## src/design/mbz_pkg.sv

```systemverilog
`default_nettype none

package mbz_pkg;

   // Grid size default and fixed-point format
   localparam int MAX_POINTS_DEF = 16;
   localparam int FRAC_W         = 16;
   localparam logic [FRAC_W:0] ONE_Q16 = 17'h1_0000;

   // Request function codes
   localparam logic FUNC_LOAD  = 1'b0;
   localparam logic FUNC_QUERY = 1'b1;

   // Control register indexes
   localparam int CSR_IDX_W = 3;
   typedef enum logic [CSR_IDX_W-1:0] {
      CSR_ORIGIN_X   = 3'd0,
      CSR_ORIGIN_Y   = 3'd1,
      CSR_SPACING_X  = 3'd2,
      CSR_SPACING_Y  = 3'd3,
      CSR_POINTS_X   = 3'd4,
      CSR_POINTS_Y   = 3'd5,
      CSR_MESH_VALID = 3'd6
   } csr_idx_type;

   // Control register reset values
   localparam logic signed [31:0] ORIGIN_X_RST  = 32'sd0;
   localparam logic signed [31:0] ORIGIN_Y_RST  = 32'sd0;
   localparam logic [30:0]        SPACING_X_RST = 31'd1638400;
   localparam logic [30:0]        SPACING_Y_RST = 31'd1747627;
   localparam logic [4:0]         POINTS_X_RST  = 5'd6;
   localparam logic [4:0]         POINTS_Y_RST  = 5'd4;
   localparam logic               MESH_VALID_RST = 1'b0;

   typedef struct packed {
      logic signed [31:0] origin_x;
      logic signed [31:0] origin_y;
      logic [30:0]        spacing_x;
      logic [30:0]        spacing_y;
      logic [4:0]         points_x;
      logic [4:0]         points_y;
      logic               mesh_valid;
   } cfg_type;

   // Which interpolation the shared lerp unit is working on
   typedef enum logic [1:0] {
      LERP_LEFT  = 2'd0,
      LERP_RIGHT = 2'd1,
      LERP_FINAL = 2'd2
   } lerp_sel_type;

   typedef enum logic [1:0] {
      LSTEP_IDLE = 2'd0,
      LSTEP_DIFF = 2'd1,
      LSTEP_MUL  = 2'd2,
      LSTEP_ADD  = 2'd3
   } lerp_step_type;

   // Controller to datapath commands
   typedef struct packed {
      logic          mem_wr;
      logic          capture;
      logic          res_clr;
      logic          div_start;
      logic          locate;
      logic          rd_en;
      logic [1:0]    rd_sel;
      logic          cap_en;
      logic [1:0]    cap_sel;
      lerp_step_type lerp_step;
      lerp_sel_type  lerp_sel;
      logic          out_load;
   } cmd_type;

   // Datapath to controller status
   typedef struct packed {
      logic div_done;
   } sts_type;

endpackage

`default_nettype wire

```

## src/design/mbz_ctrl.sv

```systemverilog
`default_nettype none

module mbz_ctrl (
   input  logic             clock,
   input  logic             reset,
   input  logic             req_valid,
   output logic             req_ready,
   input  logic             req_func,
   input  logic             mesh_valid,
   output logic             rsp_valid,
   input  logic             rsp_ready,
   output mbz_pkg::cmd_type cmd,
   input  mbz_pkg::sts_type sts
);
   import mbz_pkg::*;

   typedef enum logic [3:0] {
      ST_IDLE,
      ST_PREP,
      ST_DIV,
      ST_LOC,
      ST_READ,
      ST_DIFF,
      ST_MUL,
      ST_ADD,
      ST_OUT
   } state_type;

   state_type    state_ff;
   logic [2:0]   rd_cnt_ff;
   lerp_sel_type lsel_ff;
   logic         rsp_valid_ff;
   logic         accept;

   assign req_ready = (state_ff == ST_IDLE);
   assign accept    = req_valid && req_ready;
   assign rsp_valid = rsp_valid_ff;

   // Decode commands from the current state
   always_comb begin
      cmd           = '0;
      cmd.rd_sel    = rd_cnt_ff[1:0];
      cmd.cap_sel   = 2'(rd_cnt_ff - 3'd1);
      cmd.lerp_sel  = lsel_ff;
      cmd.lerp_step = LSTEP_IDLE;
      unique case (state_ff)
         ST_IDLE: begin
            if (accept) begin
               priority if (req_func == FUNC_LOAD) begin
                  cmd.mem_wr = 1'b1;
               end else if (!mesh_valid) begin
                  cmd.res_clr = 1'b1;
               end else begin
                  cmd.capture = 1'b1;
               end
            end
         end
         ST_PREP: cmd.div_start = 1'b1;
         ST_DIV:  begin
         end
         ST_LOC:  cmd.locate = 1'b1;
         ST_READ: begin
            cmd.rd_en  = !rd_cnt_ff[2];
            cmd.cap_en = (rd_cnt_ff != 3'd0);
         end
         ST_DIFF: cmd.lerp_step = LSTEP_DIFF;
         ST_MUL:  cmd.lerp_step = LSTEP_MUL;
         ST_ADD:  cmd.lerp_step = LSTEP_ADD;
         ST_OUT:  cmd.out_load = !rsp_valid_ff || rsp_ready;
         default: begin
         end
      endcase
   end

   // Sequence one request; hold the result until the response side takes it
   always_ff @(posedge clock) begin
      if (reset) begin
         state_ff     <= ST_IDLE;
         rd_cnt_ff    <= '0;
         lsel_ff      <= LERP_LEFT;
         rsp_valid_ff <= 1'b0;
      end else begin
         if (cmd.out_load) begin
            rsp_valid_ff <= 1'b1;
         end else if (rsp_ready) begin
            rsp_valid_ff <= 1'b0;
         end
         unique case (state_ff)
            ST_IDLE: begin
               if (accept && req_func == FUNC_QUERY) begin
                  state_ff <= mesh_valid ? ST_PREP : ST_OUT;
               end
            end
            ST_PREP: state_ff <= ST_DIV;
            ST_DIV: begin
               if (sts.div_done) begin
                  state_ff <= ST_LOC;
               end
            end
            ST_LOC: begin
               rd_cnt_ff <= '0;
               state_ff  <= ST_READ;
            end
            ST_READ: begin
               rd_cnt_ff <= rd_cnt_ff + 3'd1;
               if (rd_cnt_ff == 3'd4) begin
                  lsel_ff  <= LERP_LEFT;
                  state_ff <= ST_DIFF;
               end
            end
            ST_DIFF: state_ff <= ST_MUL;
            ST_MUL:  state_ff <= ST_ADD;
            ST_ADD: begin
               if (lsel_ff == LERP_FINAL) begin
                  state_ff <= ST_OUT;
               end else begin
                  lsel_ff  <= (lsel_ff == LERP_LEFT) ? LERP_RIGHT : LERP_FINAL;
                  state_ff <= ST_DIFF;
               end
            end
            ST_OUT: begin
               if (cmd.out_load) begin
                  state_ff <= ST_IDLE;
               end
            end
            default: state_ff <= ST_IDLE;
         endcase
      end
   end

endmodule

`default_nettype wire

```

## config.mk

```make
export PLATFORM = sky130hd
export DESIGN_NAME = mbz_ctrl
export DESIGN_NICKNAME = d
export VERILOG_FILES = /design/src/design/mbz_pkg.sv /design/src/design/mbz_ctrl.sv
export SDC_FILE = /design/constraint.sdc
export NUM_CORES = 1
export LEC_CHECK = 0
export BUFFER_PORTS_ARGS = -buffer_cell sky130_fd_sc_hd__buf_2
export CAP_MARGIN = 0
export CORE_MARGIN = 2
export CORE_UTILIZATION = 46
export DETAILED_ROUTE_END_ITERATION = 7
export PLACE_DENSITY = 0.75
export SYNTH_ARGS = -nofsm -noshare
export SYNTH_HDL_FRONTEND = slang
export SYNTH_SLANG_ARGS = --single-unit
```

## constraint.sdc

```tcl
create_clock -name clock -period 1.86 [get_ports clock]
set_input_delay 0.186 -clock clock [delete_from_list [all_inputs] [get_ports clock]]
set_output_delay 0.186 -clock clock [all_outputs]
set_load 0.005 [all_outputs]
```

Word level (Yosys, flattened, before mapping):

Cells that the tools add are included.
Widths: inputs -> output; s select.

* register bits after elaboration: 10
* input bits: 7
* output and inout bits: 18
* logic and storage cells: 60

* $add $sub $neg: 2
* eq/ne operators: 15
* muxes and demuxes: 26
* reduce and logical (&&, ||, !) cells: 13

Operators with widths (number)
* $pmux 4 s9: 1
* $mux 4: 6
* $eq 4x3->1 const B: 4
* $mux 1: 10
* $eq 4x2->1 const B: 2
* $mux 2: 4
* $ne 2x2->1 const B: 4
* $mux 3: 2
* $pmux 2 s3: 1
* $pmux 3 s2: 1
* $reduce_bool 2->1: 3
* $eq 4x1->1 const B: 1
* $eq 4x4->1 const B: 1
* $logic_not 4->1: 1
* $pmux 2 s2: 1
* $reduce_and 4->1: 1
* $add 3x1->3 const B: 1
* $eq 3x3->1 const B: 1
* $reduce_and 3->1: 1
* $reduce_bool 3->1: 1
* $eq 2x2->1 const B: 1
* $logic_and 1x1->1: 2
* $logic_not 1->1: 2
* $logic_not 2->1: 1
* other kinds (3): 3

Logic depth before layout (Yosys ltp):

* word-level depth: 5
* mapped depth: 5
* depth with buffers taken out: 5

Worst setup path before layout:

OpenSTA, ideal clock, no wires.

* path type: reg2reg
* from: register state_ff[3]
* to: register state_ff[3]
* library setup time: 0.132 ns
* arrival time: 1.275 ns
* required time: 1.728 ns
* setup slack: 0.453 ns
* cell stages (with the launch flop): 6
* path buffers: 1
* period minus slack after synthesis: 1.407 ns
* path through: dfxtp_1 > or4b_1 > buf_2 > a21oi_4 > nand4b_1 > a21oi_1

* word-level cells in the longest chain between the ends: 5
* elaborated cells on any way between the ends: 18
* classes of those cells: 12 x eq/ne; 2 x mux; 4 x reduce/logical

RTL lines
* start: declaration: RTL line mbz_ctrl.sv:29 `state_type state_ff;`
* start signal: assignment: RTL line mbz_ctrl.sv:91 `state_ff <= mesh_valid ? ST_PREP : ST_OUT;`
* $logic_not 4->1: RTL line mbz_ctrl.sv:35, mbz_ctrl.sv:88
* $logic_and 1x1->1: RTL line mbz_ctrl.sv:36 `assign accept = req_valid && req_ready;`
* $logic_and 1x1->1: RTL line mbz_ctrl.sv:90 `if (accept && req_func == FUNC_QUERY) begin`
* $ne 2x1->1 (no source line)
* $reduce_and 4->1 (no source line)

Parallel ways exist; a longest one is shown, timed or not.
A chain may end at the register's enable or synchronous reset.

==> results.sh <==
export IMPL_outcome="finished, final reports clean"
export IMPL_yosysWarnings=0
export IMPL_use_met1_pct=24.8
export IMPL_post_route_util_pct=62.9
export IMPL_p_per_area_nw_per_um2=698
export IMPL_ant_nets=0
export IMPL_fmax_mhz=567
export IMPL_synth_edff_count=0
export IMPL_drt_iter0_markers=14
export IMPL_yosys_top_cells_area="dfxtp_1, nor2_1, a21oi_1"
export IMPL_grt_antenna_before_repair=0
export IMPL_synth_fp_nets=95
export IMPL_post_route_min_period_ps=1770
export IMPL_cts_setup_buffers=0
export IMPL_ys_seq_area_share_pct=31.1
export IMPL_hpwl_um=1170
export IMPL_vias_per_cell=5.50
export IMPL_max_cap_violations=0
export IMPL_grtUsageMet3_pct=4.79
export IMPL_finalCritPeriodShare_pct=94.9
export IMPL_clk_pin_slew_ps=70
export IMPL_cp_arrival_ps=1580
export IMPL_track_usage_pct=21.8
export IMPL_busiest_layer="met2"
export IMPL_grt_setup_unrepaired="false"
export IMPL_ys_seq_elements=10
export IMPL_dpl_instance_area_sq_um=769
export IMPL_grt_remaining_overflow=0
export IMPL_synthTopCellsByCount="nor2_1, dfxtp_1, a21oi_1"
export IMPL_cp_start_kind="flop"
export IMPL_clock_sinks=10
export IMPL_yosysMostFrequentCell="nor2_1"
export IMPL_design_area_sq_um=818
export IMPL_rows=13
export IMPL_num_nets_final=120
export IMPL_peakVddDrop_mv=0.556
export IMPL_die_h_um=41.4
export IMPL_crit_chain="or4b_4 -> a21oi_1 -> buf_2"
export IMPL_drv_slew=0
export IMPL_numCtsBuffers=3
export IMPL_dr_pass1_iters=4
export IMPL_power_leakage_nw=0.366
export IMPL_synthToLayoutAreaGrowth_pct=27.2
export IMPL_wl_per_cell_um=12.4
export IMPL_root_buffer="clkbuf_4"
export IMPL_drc=0
export IMPL_fin_tns_setup_ps=0
export IMPL_grt_pass1_vias=559
export IMPL_cts_tree="done"
export IMPL_setup_ws_ps=94.9
export IMPL_syn_area_per_cell_sq_um=7.48
export IMPL_drive_above_1_share_pct=31.8
export IMPL_vias=687
export IMPL_dp_worst_setup_slack_ps=248
export IMPL_synth_top_area_share_pct=31.1
export IMPL_routed_wl_um=1550
export IMPL_maxSlewHeadroom_pct=67.3
export IMPL_io_buffers=24
export IMPL_io_pins=25
export IMPL_grt_pass1_wl_um=2370
export IMPL_hold_path_class="input port to flop"
export IMPL_syn_area_sq_um=643
export IMPL_clk_path_buf_depth=2
export IMPL_crit_path_top_delay_cell="or4b_4"
export IMPL_slowest_delay_ps=600
export IMPL_start_util_pct=49.4
export IMPL_endpoint_kind="primary output"
export IMPL_worst_pin_slew_ps=490
export IMPL_synthArstFlopShare_pct=0
export IMPL_core_area_sq_um=1300
export IMPL_hold_viol_final=0
export IMPL_yosys_area_top_type="dfxtp_1"
export IMPL_die_w_um=41.4
export IMPL_crit_required_ps=1670
export IMPL_htree_levels=1
export IMPL_grt_max_degree=16
export IMPL_ys_flop_type="dfxtp_1"
export IMPL_power_total_w=0.000571
export IMPL_critPathKind="flop to primary output"
export IMPL_syn_inst=86
export IMPL_dieArea_sq_um=1710
export IMPL_setup_viol=0
export IMPL_crit_path_max_fanout=14
export IMPL_n_antenna_cell=0
export IMPL_insertion_delay_ps=270
export IMPL_skew_ps=1.78
export IMPL_synth_distinct_cells=31
export IMPL_place_congestion=0.832
export IMPL_grt_use_met2_pct=36.3
==> routing by layer <==
metal  vias to the layer above  routed length [um]
li1                        348                   -
met1                       317                 647
met2                        16                 790
met3                         6                  63
met4                         0                  44
met5                         -                   0
==> kinds of logic (layout without fill, tap and decap cells) <==
family / count (synthesis) / in the layout / synth area share [%]
AND/OR/NAND/NOR: 41 / 41 / 35.0
XOR/XNOR: 1 / 1 / 1.36
adder cells (fa/ha/maj): 2 / 2 / 3.89
buffers and inverters: 14 / 38 / 10.1
flip-flops: 10 / 10 / 31.1
AO/OA/AOI/OAI: 18 / 18 / 18.5
==> timing repair <==
action / in CTS / in global routing
endpoints found under the hold margin: 0 / 0
endpoints found under the setup margin: 0 / 2
resized for setup: 0 / 2
hold buffers: 0 / 0
==> final cells by class <==
| cell class | count | area [sq um] |
|---|---|---|
| fill | 127 | 483 |
| tap | 15 | 18.8 |
| inverter | 6 | 22.5 |
| multi-input combinational | 62 | 390 |
| timing repair buffer | 28 | 150 |
| clock buffer | 4 | 36.3 |
| sequential | 10 | 200 |
==> worst max-delay path: cells and delay by family, from the launching register on <==
| kind | cells | cell delay (ps) |
|---|---|---|
| AO/OA/AOI/OAI | 1 | 130 |
| flip-flops | 1 | 460 |
| AND/OR/NAND/NOR | 1 | 600 |
| buffers and inverters | 1 | 120 |
==> state kept, by name, summed over array words and instances (netlist names) <==
signal / count
state_ff: 4
lsel_ff: 2
rsp_valid: 1
rd_cnt_ff: 3
==> worst paths after layout <==
path | endpoint | start | depth (start not counted) | slack, ps
worst min-delay path | lsel_ff[1]$_SDFFE_PP0P_ | reset | 2 | 200
worst max-delay path | cmd[7] | state_ff[0]$_SDFFE_PP0P_ | 3 | 90
worst max register to register | state_ff[3]$_SDFFE_PP0P_ | state_ff[0]$_SDFFE_PP0P_ | 4 | 290
worst min register to register | lsel_ff[1]$_SDFFE_PP0P_ | lsel_ff[0]$_SDFFE_PP0P_ | 2 | 490
==> power breakdown <==
group          total (W)  internal [W]  switching (W)
Sequential      0.000238      0.000224      0.0000146
Clock           0.000197      0.000119      0.0000784
Combinational   0.000135     0.0000643      0.0000711
Total           0.000571      0.000407       0.000164
==> placed cells by master (no fill, tap or decap), drive strengths merged <==
| master | n |
|---|---|
| buf | 28 |
| nor2 | 14 |
| dfxtp | 10 |
| a21oi | 9 |
| nand2 | 7 |
| inv | 6 |
| nor3 | 4 |
| o21ai | 4 |
| clkbuf | 4 |
| nand3 | 3 |
| nor4b | 2 |
| nand4b | 2 |
| a2111oi | 2 |
| ha | 2 |
| nor2b | 1 |
| nor4 | 1 |
| nor4bb | 1 |
| nor3b | 1 |
| or4b | 1 |
| and4b | 1 |
| or3 | 1 |
| nand3b | 1 |
| nand2b | 1 |
| a211o | 1 |
| o2bb2ai | 1 |
| xnor2 | 1 |
| a22oi | 1 |
==> per-stage QoR <==
stage          hold WS (ps)  instances
2_1_floorplan           403         86
4_1_cts                 190        125
5_1_grt                 230        125
6_report                201        125
3_3_place_gp            485        121
3_5_place_dp            480        121
No activity file was read; power rests on OpenSTA's default activity.
